--- src/rtl/thick_line_quad_expand_core_macros.svh ---
// Assertion helpers shared by the front, queue and back RTL files.
`ifndef THICK_LINE_QUAD_EXPAND_CORE_MACROS_SVH
`define THICK_LINE_QUAD_EXPAND_CORE_MACROS_SVH

// Property checked on every clock edge outside reset.
`define TLQ_ASSERT(lbl, prop, msg) \
    lbl: assert property (@(posedge clk) disable iff (!rst_n) prop) else $error(msg);

// Condition that must never hold outside reset.
`define TLQ_NEVER(lbl, cond, msg) \
    lbl: assert property (@(posedge clk) disable iff (!rst_n) !(cond)) else $error(msg);

`endif

--- src/rtl/tlq_pkg.sv ---
`default_nettype none
package tlq_pkg;

    localparam int COORD_FRAC_BITS = 16;
    // offset product has 25 fractional bits after halving
    localparam int OFS_SHIFT = 25 - COORD_FRAC_BITS;
    localparam logic [32:0] OFS_ROUND = 33'(1) << (OFS_SHIFT - 1);

    localparam int SCALED_MSB = 23;
    localparam logic [4:0] SQRT_STEPS_M1 = 5'd24;
    localparam logic [4:0] DIV_STEPS_M1 = 5'd16;
    localparam logic [2:0] LAST_VERTEX_NUM = 3'd5;

    typedef struct packed {
        logic signed [31:0] sx;
        logic signed [31:0] sy;
        logic signed [31:0] ex;
        logic signed [31:0] ey;
        logic [15:0]        width;
        logic [7:0]         red;
        logic [7:0]         green;
        logic [7:0]         blue;
        logic [7:0]         alpha;
        logic               degen;
        logic [23:0]        a;
        logic [23:0]        b;
        logic               neg_hx;
        logic               neg_hy;
    } seg_t;

    typedef enum logic [2:0] {
        B_IDLE,
        B_SQ,
        B_SUM,
        B_SQRT,
        B_DIVINIT,
        B_DIV,
        B_MUL,
        B_EMIT
    } back_state_t;

endpackage
`default_nettype wire

--- src/rtl/tlq_queue.sv ---
`default_nettype none
`include "thick_line_quad_expand_core_macros.svh"
module tlq_queue
    import tlq_pkg::*;
(
    input  wire logic clk,
    input  wire logic rst_n,
    input  wire logic push,
    input  wire seg_t push_data,
    output logic      q_ready,
    output logic      q_valid,
    output seg_t      q_data,
    input  wire logic pop
);

    seg_t       mem_reg [2];
    logic       wr_ptr_reg, rd_ptr_reg;
    logic [1:0] count_reg;

    assign q_ready = count_reg != 2'd2;
    assign q_valid = count_reg != 2'd0;
    assign q_data  = mem_reg[rd_ptr_reg];

    always_ff @(posedge clk or negedge rst_n)
    begin
        if (!rst_n)
        begin
            wr_ptr_reg <= 1'b0;
            rd_ptr_reg <= 1'b0;
            count_reg  <= 2'd0;
        end
        else
        begin
            if (push)
            begin
                wr_ptr_reg <= !wr_ptr_reg;
            end
            if (pop)
            begin
                rd_ptr_reg <= !rd_ptr_reg;
            end
            count_reg <= count_reg + 2'(push) - 2'(pop);
        end
    end

    always_ff @(posedge clk)
    begin
        if (push)
        begin
            mem_reg[wr_ptr_reg] <= push_data;
        end
    end

    `TLQ_NEVER(a_push_full, push && !q_ready, "push into full queue")
    `TLQ_NEVER(a_pop_empty, pop && !q_valid, "pop from empty queue")
    `TLQ_NEVER(a_count_range, count_reg == 2'd3, "queue count overflow")

endmodule
`default_nettype wire

--- config.mk ---
export PLATFORM = sky130hd
export DESIGN_NAME = tlq_queue
export DESIGN_NICKNAME = d
export VERILOG_FILES = /design/src/rtl/tlq_pkg.sv /design/src/rtl/tlq_queue.sv
export VERILOG_INCLUDE_DIRS = /design/src /design/src/rtl
export SDC_FILE = /design/constraint.sdc
export NUM_CORES = 1
export LEC_CHECK = 0
export BUFFER_PORTS_ARGS = -buffer_cell sky130_fd_sc_hd__buf_4
export CAP_MARGIN = 20
export CORE_ASPECT_RATIO = 0.75
export CORE_UTILIZATION = 52
export DETAILED_ROUTE_END_ITERATION = 10
export PLACE_DENSITY_LB_ADDON = 0.3
export SYNTH_ARGS = -nofsm -noshare
export SYNTH_HDL_FRONTEND = slang
export SYNTH_SLANG_ARGS = --single-unit
--- constraint.sdc ---
create_clock -name clk -period 15.7 [get_ports clk]
set_input_delay 3.14 -clock clk [delete_from_list [all_inputs] [get_ports clk]]
set_output_delay 3.14 -clock clk [all_outputs]
set_load 0.02 [all_outputs]
## Word-level counts from Yosys, hierarchy flattened

Memories as Yosys holds them, arrays and structs flattened.
Index checks and enable logic that the tools add are counted.

- Flip-flop bits (word level): 4
- RAM bits: 454
- Input port bits: 231
- Output and inout bits: 229
- Word-level logic and storage cells: 12
- Memories kept: 1

- Add/sub/neg operators: 2
- Equality and inequality tests: 1
- Multiplexer cells: 2
- Reduce and logical (&&, ||, !) cells: 3

Memory list:

| memory | words | bits a word | read ports | clocked after Yosys merged registers in | write ports | RTL line | source |
|---|---|---|---|---|---|---|---|
| mem_reg | 2 | 227 | 1 | 0 | 1 | tlq_queue.sv:16 | `seg_t mem_reg [2];` |

Operator list:

| kind | number |
|---|---|
| adder 2 x 1 -> 2 bit | 1 |
| logical NOT 1 bit | 2 |
| two-way mux 1 bit | 2 |
| != test 2 bit (second input constant) | 1 |
| nonzero test 2 bit | 1 |
| subtractor 2 x 1 -> 2 bit | 1 |

## Logic depth before layout (Yosys ltp)

- Depth after elaboration: 2
- Mapped depth: 5
- Depth with buffers taken out: 5

## Least setup slack after synthesis

No wires, ideal clock.

- Path type: input to register
- Start point: in push
- End point: mem mem_reg[0][0] (netlist bit), enable pin
- Setup time: 0.846 ns
- Arrival time: 12.917 ns
- Data required time: 14.854 ns
- Path slack: 1.937 ns
- Stages: 1
- Buffers on the path: 0
- Cell sequence: nor2b_1

- Longest elaborated chain between the ends: 2

Ends and longest elaborated chain:

| element | RTL line | source |
|---|---|---|
| start: declaration | tlq_queue.sv:8 | `input wire logic push,` |
| two-way mux 1 bit | tlq_queue.sv:48 | `if (push)` |
| two-way mux 1 bit (implied by the code) | tlq_queue.sv:50 | `mem_reg[wr_ptr_reg] <= push_data;` |
| end: declaration | tlq_queue.sv:16 |  |

Every way passes these cells.

==> flow_summary.json <==
{
  "worst_ep_arrival_time_ps": 3200,
  "clockRootBuffer": "clkbuf_16",
  "holdWs_ps": 544,
  "timing.critical_path.buf_inv": 2,
  "synth_area_leaders": "edfxtp_1 82%, mux2_2 15%, buf_6 1.6%",
  "worst-path-stages": 3,
  "fin_skew_ps": 10.1,
  "gr-usage-all-layers": 0.205,
  "power.switching_w": 0.00127,
  "core_sq_um": 31400,
  "ys_types": 13,
  "vias": 8439,
  "worst-path-max-fanout": 74,
  "cap_violations": 0,
  "crit_chain": "buf_4, mux2_2, buf_4",
  "yosysSeqAreaShare": 0.824,
  "die_h_microns": 157,
  "critPathTopFamily": "flip-flops",
  "pin_count": 460,
  "grt_pass1_wl_microns": 50200,
  "syn_area_per_cell_sq_um": 23.1,
  "worst_pin_slew_ps": 1100,
  "dpl_worst_slack_ps": 9200,
  "h-tree-depth": 2,
  "rows": 56,
  "ctsHoldBuffers": 0,
  "postCtsSetupBuffers": 0,
  "cts_tree": "built",
  "endpoint_kind": "output pin",
  "status": "completed",
  "syn_area_sq_um": 16700,
  "dp_hpwl_microns": 23300,
  "hold_viol": 0,
  "drt_iter0_markers": 544,
  "internal_power_w": 0.00277,
  "synth_top_area_share": 0.818,
  "numCtsBuffers": 43,
  "slew_violations": 0,
  "swShare": 0.314,
  "p_per_area_nw_per_um2": 186,
  "finalSetupTns_ps": 0,
  "gp_congestion": 0.756,
  "largest_register_ffs": 454,
  "combPwrFrac": 0.345,
  "dieArea_sq_um": 32800,
  "syn_nets": 954,
  "clock_power_share": 0.231,
  "routed_wl_microns": 35000,
  "rsz0062_at_grt": "false",
  "seq_power_share": 0.424,
  "worstRegToRegCells": 3,
  "drc": 0,
  "initial_core_util": 0.531,
  "port_buffers": 459,
  "cp_slowest_cell": "dfrtp_4",
  "clk_latency_ps": 530,
  "crit_path_start_kind": "flop",
  "syn-instance-count": 721,
  "cp_data_required_time_ps": 12560,
  "routedWlPerCell_microns": 21.3,
  "die_x_microns": 209,
  "power.leakage_nw": 8.13,
  "worst-setup-path-type": "reg2out",
  "slowest_delay_ps": 1110,
  "postCtsResizedCells": 0,
  "finalWorstSetupSlack_ps": 9360,
  "ant_nets": 0,
  "antenna_found_initial": 3,
  "grt_max_degree": 85,
  "ir_worst_vdd_mv": 0.119,
  "dpl-instance-area_sq_um": 20400,
  "grt_overflow": 0,
  "setup_violations": 0,
  "yosysWarnings": 0,
  "syn_to_final_growth_pct": 30.1,
  "slew_headroom": 0.266,
  "drt_first_pass_iters": 5,
  "drive_gt1_frac": 0.607,
  "grt_pass1_vias": 8651,
  "fin_area_sq_um": 21700,
  "yosysTopAreaCell": "edfxtp_1",
  "cts.clk_slew.worst_paths_ps": 60,
  "min_path_type": "reg2reg",
  "clock_sinks": 458,
  "synth_seq_cells": 458,
  "fmax_mhz": 158,
  "post-route-min-period_ps": 6340,
  "crit_top_cell": "buf_4",
  "clockBufferDepth": 3,
  "via_per_inst": 5.13,
  "period_share": 0.404,
  "whs_path_depth": 1,
  "fin_nets": 1441,
  "n_fill_cell": 2005
}
## layout by cell type (no fill, tap or decap), types with 2 or more instances in the layout
cell and count:
buf_4 466, edfxtp_1 454, mux2_2 227, clkbuf_16 45
clkbuf_1 11, clkinv_1 10, clkinv_2 8, dfrtp_1 3
inv_1 2, xor2_1 2, ha_1 2
## Yosys cell counts
| master | n |
|---|---|
| nand2b_1 | 1 |
| and2_1 | 1 |
| buf_6 | 24 |
| or2_2 | 1 |
| xor2_1 | 2 |
| inv_1 | 2 |
| edfxtp_1 | 454 |
| dfrtp_1 | 4 |
| xor3_1 | 1 |
| mux2_2 | 227 |
| buf_4 | 1 |
| ha_1 | 2 |
| nor2b_1 | 1 |
## layout make-up
cell class / count / area [sq um] / area share
clock inverter: 18 / 77.6 / 0.00358
clock buffer: 56 / 1170 / 0.0538
sequential: 458 / 13700 / 0.634
multi-input combinational: 236 / 2660 / 0.123
antenna: 1 / 2.50 / 0.000115
tap: 406 / 508 / 0.0234
timing repair buffer: 467 / 3530 / 0.163
inverter: 2 / 7.51 / 0.000346
## routing by layer
metal / part of all wire / vias up / routed length, microns / track usage
li1: - / 3854 / - / -
met1: 0.38 / 4199 / 13200 / 0.244
met2: 0.50 / 327 / 17400 / 0.344
met3: 0.11 / 55 / 3780 / 0.0870
met4: 0.019 / 4 / 652 / 0.0578
met5: 0.00077 / - / 27 / 0
## kinds of logic (layout without fill, tap and decap cells)
kind of cell	after synthesis	in the layout	synth area share
flip-flops	458	458	0.824
multiplexers	227	227	0.153
buffers and inverters	27	543	0.0171
AND/OR/NAND/NOR	4	4	0.00150
XOR/XNOR	3	3	0.00248
adder cells (fa/ha/maj)	2	2	0.00150
other	0	1	0
## power by group through the flow
stage          Clock (W)  Sequential, W  Combinational (W)
2_1_floorplan          0        0.00176           0.000907
3_3_place_gp           0        0.00173            0.00139
3_5_place_dp           0        0.00174            0.00139
4_1_cts         0.000955        0.00172            0.00140
5_1_grt         0.000997        0.00174            0.00146
6_report        0.000934        0.00171            0.00139
## stage by stage
stage           util  total power [W]  std cells
2_1_floorplan      -          0.00267        721
3_3_place_gp   0.650          0.00311       1568
3_5_place_dp   0.650          0.00313       1568
4_1_cts        0.690          0.00407       1642
5_1_grt        0.691          0.00419       1643
6_report       0.691          0.00404       1644
## worst paths after layout
| kind | start | endpoint | slack, ps |
|---|---|---|---|
| max | rd_ptr_reg | q_data[39] | 9360 |
| min | wr_ptr_reg | wr_ptr_reg | 540 |
| max reg2reg | wr_ptr_reg | mem_reg[1][185] | 12180 |
| min reg2reg | wr_ptr_reg | wr_ptr_reg | 540 |
| max in group asynchronous | rst_n | rd_ptr_reg | 13200 |
| min in group asynchronous | rst_n | rd_ptr_reg | 2390 |
No activity file was read; power rests on OpenSTA's default activity.
