===== src/rtl/thick_line_quad_expand_core_macros.svh =====
// Assertion helpers shared by the front, queue and back RTL files.
`ifndef THICK_LINE_QUAD_EXPAND_CORE_MACROS_SVH
`define THICK_LINE_QUAD_EXPAND_CORE_MACROS_SVH

// Property checked on every clock edge outside reset.
`define TLQ_ASSERT(lbl, prop, msg) \
    lbl: assert property (@(posedge clk) disable iff (!rst_n) prop) else $error(msg);

// Condition that must never hold outside reset.
`define TLQ_NEVER(lbl, cond, msg) \
    lbl: assert property (@(posedge clk) disable iff (!rst_n) !(cond)) else $error(msg);

`endif


===== src/rtl/tlq_pkg.sv =====
`default_nettype none
package tlq_pkg;

    localparam int COORD_FRAC_BITS = 16;
    // offset product has 25 fractional bits after halving
    localparam int OFS_SHIFT = 25 - COORD_FRAC_BITS;
    localparam logic [32:0] OFS_ROUND = 33'(1) << (OFS_SHIFT - 1);

    localparam int SCALED_MSB = 23;
    localparam logic [4:0] SQRT_STEPS_M1 = 5'd24;
    localparam logic [4:0] DIV_STEPS_M1 = 5'd16;
    localparam logic [2:0] LAST_VERTEX_NUM = 3'd5;

    typedef struct packed {
        logic signed [31:0] sx;
        logic signed [31:0] sy;
        logic signed [31:0] ex;
        logic signed [31:0] ey;
        logic [15:0]        width;
        logic [7:0]         red;
        logic [7:0]         green;
        logic [7:0]         blue;
        logic [7:0]         alpha;
        logic               degen;
        logic [23:0]        a;
        logic [23:0]        b;
        logic               neg_hx;
        logic               neg_hy;
    } seg_t;

    typedef enum logic [2:0] {
        B_IDLE,
        B_SQ,
        B_SUM,
        B_SQRT,
        B_DIVINIT,
        B_DIV,
        B_MUL,
        B_EMIT
    } back_state_t;

endpackage
`default_nettype wire


===== src/rtl/tlq_front.sv =====
`default_nettype none
`include "thick_line_quad_expand_core_macros.svh"
module tlq_front
    import tlq_pkg::*;
(
    input  wire logic               clk,
    input  wire logic               rst_n,
    input  wire logic               in_valid,
    output logic                    in_stall,
    input  wire logic signed [31:0] start_x,
    input  wire logic signed [31:0] start_y,
    input  wire logic signed [31:0] end_x,
    input  wire logic signed [31:0] end_y,
    input  wire logic [15:0]        line_width,
    input  wire logic [7:0]         color_red,
    input  wire logic [7:0]         color_green,
    input  wire logic [7:0]         color_blue,
    input  wire logic [7:0]         color_alpha,
    output logic                    push,
    output seg_t                    push_data,
    input  wire logic               q_ready
);

    logic               stage_valid_reg;
    logic signed [31:0] sx_reg, sy_reg, ex_reg, ey_reg;
    logic [15:0]        width_reg;
    logic [7:0]         red_reg, green_reg, blue_reg, alpha_reg;

    logic signed [32:0] dx, dy;
    logic [32:0]        abs_a, abs_b, max_m, a_sh, b_sh;
    logic [5:0]         msb;

    assign push     = stage_valid_reg && q_ready;
    assign in_stall = stage_valid_reg && !q_ready;

    always_ff @(posedge clk or negedge rst_n)
    begin
        if (!rst_n)
        begin
            stage_valid_reg <= 1'b0;
        end
        else if (!in_stall)
        begin
            stage_valid_reg <= in_valid;
        end
    end

    always_ff @(posedge clk)
    begin
        if (in_valid && !in_stall)
        begin
            sx_reg    <= start_x;
            sy_reg    <= start_y;
            ex_reg    <= end_x;
            ey_reg    <= end_y;
            width_reg <= line_width;
            red_reg   <= color_red;
            green_reg <= color_green;
            blue_reg  <= color_blue;
            alpha_reg <= color_alpha;
        end
    end

    always_comb
    begin
        dx    = 33'(ex_reg) - 33'(sx_reg);
        dy    = 33'(ey_reg) - 33'(sy_reg);
        abs_a = dx[32] ? 33'(-dx) : 33'(dx);
        abs_b = dy[32] ? 33'(-dy) : 33'(dy);
        max_m = (abs_a > abs_b) ? abs_a : abs_b;
        msb   = 6'd0;
        for (int i = 0; i < 33; i++)
        begin
            if (max_m[i])
            begin
                msb = 6'(i);
            end
        end
        // bring the larger magnitude into [2^23, 2^24)
        if (msb >= 6'(SCALED_MSB))
        begin
            a_sh = abs_a >> (msb - 6'(SCALED_MSB));
            b_sh = abs_b >> (msb - 6'(SCALED_MSB));
        end
        else
        begin
            a_sh = abs_a << (6'(SCALED_MSB) - msb);
            b_sh = abs_b << (6'(SCALED_MSB) - msb);
        end
        push_data.sx     = sx_reg;
        push_data.sy     = sy_reg;
        push_data.ex     = ex_reg;
        push_data.ey     = ey_reg;
        push_data.width  = width_reg;
        push_data.red    = red_reg;
        push_data.green  = green_reg;
        push_data.blue   = blue_reg;
        push_data.alpha  = alpha_reg;
        push_data.degen  = (dx == 33'sd0) && (dy == 33'sd0);
        push_data.a      = a_sh[23:0];
        push_data.b      = b_sh[23:0];
        push_data.neg_hx = !dy[32] && (dy != 33'sd0);
        push_data.neg_hy = dx[32];
    end

    `TLQ_ASSERT(a_held_when_stalled, in_stall |=> stage_valid_reg, "stage lost while stalled")
    `TLQ_NEVER(a_stall_no_stage, in_stall && !stage_valid_reg, "stall without held transaction")
    `TLQ_ASSERT(a_scaled_range, push && !push_data.degen |-> (push_data.a[23] || push_data.b[23]),
        "scaled magnitude out of range")

endmodule
`default_nettype wire


===== config.mk =====
export PLATFORM = sky130hd
export DESIGN_NAME = tlq_front
export DESIGN_NICKNAME = d
export VERILOG_FILES = /design/src/rtl/tlq_pkg.sv /design/src/rtl/tlq_front.sv
export VERILOG_INCLUDE_DIRS = /design/src /design/src/rtl
export SDC_FILE = /design/constraint.sdc
export NUM_CORES = 1
export LEC_CHECK = 0
export BUFFER_PORTS_ARGS = -buffer_cell sky130_fd_sc_hd__buf_2
export CAP_MARGIN = 20
export CORE_ASPECT_RATIO = 0.75
export CORE_MARGIN = 4
export CORE_UTILIZATION = 35
export DETAILED_ROUTE_END_ITERATION = 8
export GPL_TIMING_DRIVEN = 0
export PLACE_DENSITY = 0.61
export REMOVE_ABC_BUFFERS = 1
export SLEW_MARGIN = 30
export SYNTH_ARGS = -nofsm -noshare
export SYNTH_HDL_FRONTEND = slang
export SYNTH_SLANG_ARGS = --single-unit

===== constraint.sdc =====
create_clock -name clk -period 22.1 [get_ports clk]
set_input_delay 4.42 -clock clk [delete_from_list [all_inputs] [get_ports clk]]
set_output_delay 4.42 -clock clk [all_outputs]
set_load 0.02 [all_outputs]

# Yosys cells after proc, flatten, opt, wreduce, memory -nomap -nowiden
# Cells that the tools add are included.
[totals]
register_bits = 177
input_bits = 180
output_inout_bits = 229
wordCells = 70
[classes]
n_addsub = 6
order_cmp = 2
shift = 4
mux = 37
n_reduce_logical = 11
[ops]
columns = ["operator", "count"]
rows = [
  ["6-bit 2-to-1 mux", 31],
  ["33-bit 2-to-1 mux", 3],
  ["33-bit zero test", 2],
  ["33-bit negation", 2],
  ["33-bit by 6-bit << shifter with 24-bit output", 2],
  ["33-bit by 6-bit right shift with 24-bit output", 2],
  ["32-bit by 32-bit subtractor with 33-bit output", 2],
  ["24-bit 2-to-1 mux", 2],
  ["33-bit > comparator", 1],
  ["33-bit nonzero test", 1],
  ["6-bit by 5-bit >= comparator with 1-bit output, second input constant", 1],
  ["5-bit by 6-bit subtractor with 6-bit output, first input constant", 1],
  ["6-bit by 5-bit subtractor with 6-bit output, second input constant", 1],
  ["1-bit logical AND", 5],
  ["1-bit zero test", 3],
  ["1-bit 2-to-1 mux", 1],
]

# Logic depth before layout (Yosys ltp)
# Gate-level depths: netlist of the first run.
[depth]
ltp_word = 40
ltp_mapped = 47
depth_no_buf = 38

# Least setup slack after synthesis of the first run
# No wires, ideal clock.
[synth_timing]
path_kind = "reg2out"
startpoint = "reg sy_reg[0]"
endpoint = "out push_data[26] (netlist bit)"
arrival_ns = 9.383
required_time_ns = 17.680
slack_ns = 8.297
stages_incl_launch_ff = 42
n_path_buf = 7
cell_sequence = "edfxtp_1 ha_1 fa_1 nand2b_1 a21oi_1 xor2_1 or3_1 buf_4 nor4_2 nand4_2 nor3_1 a21oi_1 xnor2_1 inv_1 ha_1 and3_1 nand2_1 a31oi_1 [6 not listed] a211oi_1 a221oi_2 o21ai_4 inv_4 buf_6 buf_8 buf_12 buf_4 ha_1 inv_1 clkbuf_1 clkbuf_1 o21ai_0 o21ai_0 nand3_1 o311ai_0 nor4_1 nor3_1"
[synth_rtl]
columns = ["element", "line_no", "rtl"]
rows = [
  ["from (decl)", "tlq_front.sv:25", "logic signed [31:0] sx_reg, sy_reg, ex_reg, ey_reg;"],
  ["from (signal assigned)", "tlq_front.sv:53", "sy_reg <= start_y;"],
  ["to (decl)", "tlq_front.sv:20", "output seg_t push_data,"],
]

==> results of run 1 <==
## layout by cell type, fill, tap and decap left out, types with 11 or more instances in the layout
cell,synthesis,routed
a211o_1,11,11
a211oi_1,45,45
a21boi_0,15,15
a21o_1,37,36
a21oi_1,169,168
a221oi_1,17,17
a22oi_1,19,19
a2bb2oi_1,11,11
a31oi_1,39,39
and2_1,44,42
and3_1,26,26
buf_16,0,14
buf_2,28,408
clkbuf_16,0,17
edfxtp_1,176,176
ha_1,103,102
inv_1,137,136
mux2_2,28,28
mux2i_1,106,105
nand2_1,260,259
nand2b_1,16,16
nand3_1,73,73
nand4_1,27,27
nor2_1,259,255
nor2b_1,17,17
nor3_1,87,85
nor4_1,26,26
o2111ai_1,17,17
o211ai_1,50,50
o21a_1,40,40
o21ai_0,152,152
o21ai_1,39,38
o221ai_1,12,12
o22ai_1,27,26
o31ai_1,23,23
o32ai_1,14,14
or2_2,13,13
or3_1,28,28
xnor2_1,55,54
xor2_1,32,31
## layout make-up
type	instances	area, um2	share of cell area
Clock buffer	17	425	0.0175
Clock inverter	15	175	0.00721
Inverter	141	537	0.0221
Multi-Input combinational cell	2144	14300	0.590
Sequential cell	177	5310	0.218
Tap cell	780	976	0.0401
Timing Repair Buffer	431	2550	0.105
## worst reg2reg max path, delay by kind of cell (launching register included)
kind / cells / cell delay [ns]
buffers and inverters: 2 / 0.65
DFF: 1 / 0.38
and+or+nand+nor: 2 / 0.58
## through the flow
step,hold slack [ns],TNS (ns),utilization,setup slack (ns)
floorplan,0.481,0,-,3.70
global placement,0.510,-103.78,0.397,-3.00
detailed placement,0.524,0,0.408,4.34
CTS,0.548,0,0.418,3.75
global route,0.587,0,0.419,2.44
finish,0.545,0,0.419,3.08
## cells in the mapped netlist, types with 11 or more instances
master	count
nand2_1	260
mux2_2	28
o32ai_1	14
a211o_1	11
a31oi_1	39
nor2b_1	17
a2bb2oi_1	11
a221oi_1	17
o21a_1	40
nand4_1	27
o31ai_1	23
a21oi_1	169
o221ai_1	12
buf_4	18
nor3_1	87
or3_1	28
nand3_1	73
and2_1	44
ha_1	103
nand2b_1	16
xnor2_1	55
or2_2	13
o2111ai_1	17
o22ai_1	27
edfxtp_1	176
clkbuf_1	70
nor4_1	26
o211ai_1	50
o21ai_0	152
nor2_1	259
a22oi_1	19
and3_1	26
a21o_1	37
xor2_1	32
mux2i_1	106
a21boi_0	15
buf_2	28
a211oi_1	45
o21ai_1	39
inv_1	137
## worst max path at each step
stage	startpoint	end	slack (ns)
floorplan	sx_reg[0]	push_data[26]	3.70
global placement	sx_reg[0]	push_data[26]	-3.00
detailed placement	sy_reg[0]	push_data[30]	4.34
CTS	sy_reg[0]	push_data[30]	3.75
global route	ey_reg[0]	push_data[30]	2.44
finish	sy_reg[0]	push_data[30]	3.08
## per-layer routing
metal  vias up  track usage  share of wire
li1      10502            -              -
met1     10551        0.365           0.45
met2      1281        0.337           0.40
met3       168       0.0964           0.13
met4         4       0.0752          0.026
met5         -       0.0133         0.0015
## kinds of logic after synthesis
group                      synth area share
muxes                                0.0740
buffers and inverters                0.0588
DFF                                   0.256
adders and majority gates            0.0646
AOI/OAI and AO/OA                     0.290
xor gates and xnor gates             0.0391
and+or+nand+nor                       0.217
==> results.toml, run 1 <==
[timing]
drv_slew = 0
hold_violations = 0
period_share = 0.861
layout_min_cycle_time_ns = 19.02
rsz0062_at_grt = "false"
finalSetupViolCount = 0
fmaxAchievable_mhz = 52.6
finalClockSkew_ns = 0.0187
worstMarginPinSlew_ns = 1.11
max_slew_margin = 0.263

[logic_synthesis]
yosysTopAreaCell = "edfxtp_1"
synth_warnings = 0
synth_area_per_cell_um2 = 7.98
synth_top_flop_cell = "edfxtp_1"
ys_seq_elements = 177
synth_top_area_share = 0.255
ys_types = 121
synth_area_um2 = 20700
synth-edff-count = 176
syn_inst = 2596
ys_seq_area_frac = 0.256
postSynth.asyncResetShare = 0.00565
yosys-top-cells-area = "edfxtp_1 (26%), ha_1 (6.2%), mux2i_1 (5.1%)"

[cells_and_area]
antennaDiodeCount = 0
stdcell_area_um2 = 24300
area_growth_syn_to_layout_pct = 17.3
nNetsFinal = 3197
drive_gt1_frac = 0.201
fin_cells = 3705
nFillCells = 5918

[setup_path]
required_ns = 17.68
start_kind = "flip-flop"
criticalPathCategory = "flip-flop to output port"
crit_path_end_kind = "output port"
crit_top_cell = "nor3_1"
path_depth = 36
r2r_end = "ey_reg[1]"
worstPathBufferInverterCount = 4
critPathTopFamily = "compound AO/OA/AOI/OAI gates"
critPathMaxFanout = 54
cp_slowest_cell = "a221oi_1"
r2r_slack_ns = 20.13
critPathArrivalTime_ns = 14.60
r2r-start = "stage_valid_reg"
max_stage_delay_ns = 1.03
rr_worst_depth = 4

[outcome]
status = "finished, final reports clean"

[place]
dp_hpwl_mm = 65.3
place_inst = 3672
gp_congestion = 1.01
placed_area_um2 = 23700
portBuffers = 408

[hold_path]
whs_endpoint = "stage_valid_reg"
hold_depth = 2
min_from = "stage_valid_reg"
min_path_type = "flip-flop to flip-flop"

[global_routing]
grt_use_total = 0.251
grt_max_degree = 93
grt_pass1_vias = 20178
grt-ovfl-total = 0
antenna_found_initial = 1
grt_pass1_wl_mm = 123

[cts]
cts_made_buffers = 17
ctsResizeCount = 0
numClockSinks = 177
clock-root-buffer = "clkbuf_16"
cts_hold_buf = 0
cts_tree = "yes"
clk_pin_slew_worst_paths_ns = 0.08
h-tree-depth = 4
clkLatencyLatePin_ns = 0.51
cts_buffer_depth = 2
post-cts-setup-buffers = 0

[drt]
num_vias = 22506
wl_mm = 82.6
vias_per_cell = 6.07
drt-initial-drc-count = 3184
wl_per_cell_um = 22.3
firstDrtPassIters = 8
ant_nets = 0
drc = 0

[floorplanning]
num_rows = 76
fp.coreArea_um2 = 58000
dieArea_um2 = 63200
start_util = 0.357
die_x_um = 289
die_h_um = 219
io_pins = 409

[job]
maxCapViolCount = 0
Power of run 1 is left out: the tool's default activity adds up to more than one toggle a clock period on the data nets, which glitch-free logic cannot reach.
==> inputs of run 2 (changes only) <==
CORE_MARGIN = 2   (was 4)
SLEW_MARGIN = 20   (was 30)
TNS_END_PERCENT = 10   (was unset)
==> results.toml, run 2 (synthesis results as in run 1) <==
[floorplanning]
die_h_um = 215
dieArea_um2 = 61200
die_x_um = 285
fp.coreArea_um2 = 58800
start_util = 0.353
io_pins = 409
num_rows = 77

[place]
gp_congestion = 1.02
portBuffers = 408
dp_hpwl_mm = 64.0

[drt]
wl_mm = 81.0
num_vias = 22398
vias_per_cell = 6.04
drc = 0
wl_per_cell_um = 21.8
ant_nets = 0
firstDrtPassIters = 6
drt-initial-drc-count = 2883

[cts]
h-tree-depth = 4
cts_tree = "yes"
cts_hold_buf = 0
ctsResizeCount = 0
clk_pin_slew_worst_paths_ns = 0.07
clock-root-buffer = "clkbuf_16"
clkLatencyLatePin_ns = 0.49
numClockSinks = 177
post-cts-setup-buffers = 0
cts_made_buffers = 17
cts_buffer_depth = 2

[cells_and_area]
area_growth_syn_to_layout_pct = 16.8
drive_gt1_frac = 0.197
nNetsFinal = 3192
final_cell_mix = "buf_2 (408), nand2_1 (260), nor2_1 (257)"
antennaDiodeCount = 0
layout_commonest_cell = "buf_2"

[setup_path]
max_stage_delay_ns = 0.98
critPathMaxFanout = 39
required_ns = 17.68
start_kind = "flip-flop"
criticalPathCategory = "flip-flop to output port"
cp_slowest_cell = "a221oi_1"
critPathArrivalTime_ns = 14.29
crit_path_end_kind = "output port"

[timing]
hold_violations = 0
layout_min_cycle_time_ns = 18.71
worstMarginPinSlew_ns = 1.24
rsz0062_at_grt = "false"
finalSetupViolCount = 0
max_slew_margin = 0.168
finalClockSkew_ns = 0.0186
drv_slew = 0
fin_setup_tns_ns = 0
period_share = 0.847
fmaxAchievable_mhz = 53.5

[global_routing]
grt_use_total = 0.255
grt_pass1_vias = 20128
grt-ovfl-total = 0
grt_max_degree = 93
antenna_found_initial = 2
grt_pass1_wl_mm = 122

[hold_path]
min_path_type = "flip-flop to flip-flop"

[job]
maxCapViolCount = 0

[outcome]
status = "finished, final reports clean"
## run 2: layout make-up
class | count | area [um2]
Inverter | 141 | 534
Tap cell | 790 | 988
Fill cell | 6098 | 34600
Clock buffer | 19 | 433
Multi-Input combinational cell | 2144 | 14300
Clock inverter | 13 | 149
Sequential cell | 177 | 5310
Timing Repair Buffer | 426 | 2480
## run 2: final timing paths
check | startpoint | end | slack [ns] | cells past startpoint
max in group asynchronous | rst_n | stage_valid_reg | 18.33 | 1
hold / removal | stage_valid_reg | stage_valid_reg | 0.53 | 2
min in group asynchronous | rst_n | stage_valid_reg | 3.69 | 1
setup / recovery | sy_reg[0] | push_data[45] | 3.39 | 34
setup reg to reg | stage_valid_reg | ey_reg[5] | 20.26 | 4
hold reg to reg | stage_valid_reg | stage_valid_reg | 0.53 | 2
## run 2: per-stage QoR
stage / std cells / setup slack, ns / cell area (um2) / util / hold slack (ns)
2_1_floorplan: 2462 / 3.70 / 20000 / - / 0.481
3_3_place_gp: 3660 / -3.11 / 23100 / 0.392 / 0.507
3_5_place_dp: 3678 / 4.35 / 23600 / 0.402 / 0.518
4_1_cts: 3710 / 3.77 / 24200 / 0.412 / 0.536
5_1_grt: 3710 / 2.62 / 24200 / 0.412 / 0.596
6_report: 3710 / 3.39 / 24200 / 0.412 / 0.530
## run 2: routing by layer
| metal | global-route usage | up-vias | part of all wire |
|---|---|---|---|
| met5 | 0 | - | 0.00041 |
| met4 | 0.0618 | 4 | 0.019 |
| met3 | 0.0927 | 96 | 0.13 |
| met2 | 0.352 | 1248 | 0.40 |
| met1 | 0.373 | 10553 | 0.45 |
| li1 | - | 10497 | - |
## run 2: worst max-delay path, delay by kind of cell (launching register included)
kind                       cells  cell delay (ns)
DFF                            1             0.42
buffers and inverters          4             1.14
muxes                          1             0.23
xor gates and xnor gates       1             0.77
adders and majority gates      4             1.36
AOI/OAI and AO/OA             11             5.16
and+or+nand+nor               13             4.64
Power of run 2 is left out for the same reason.
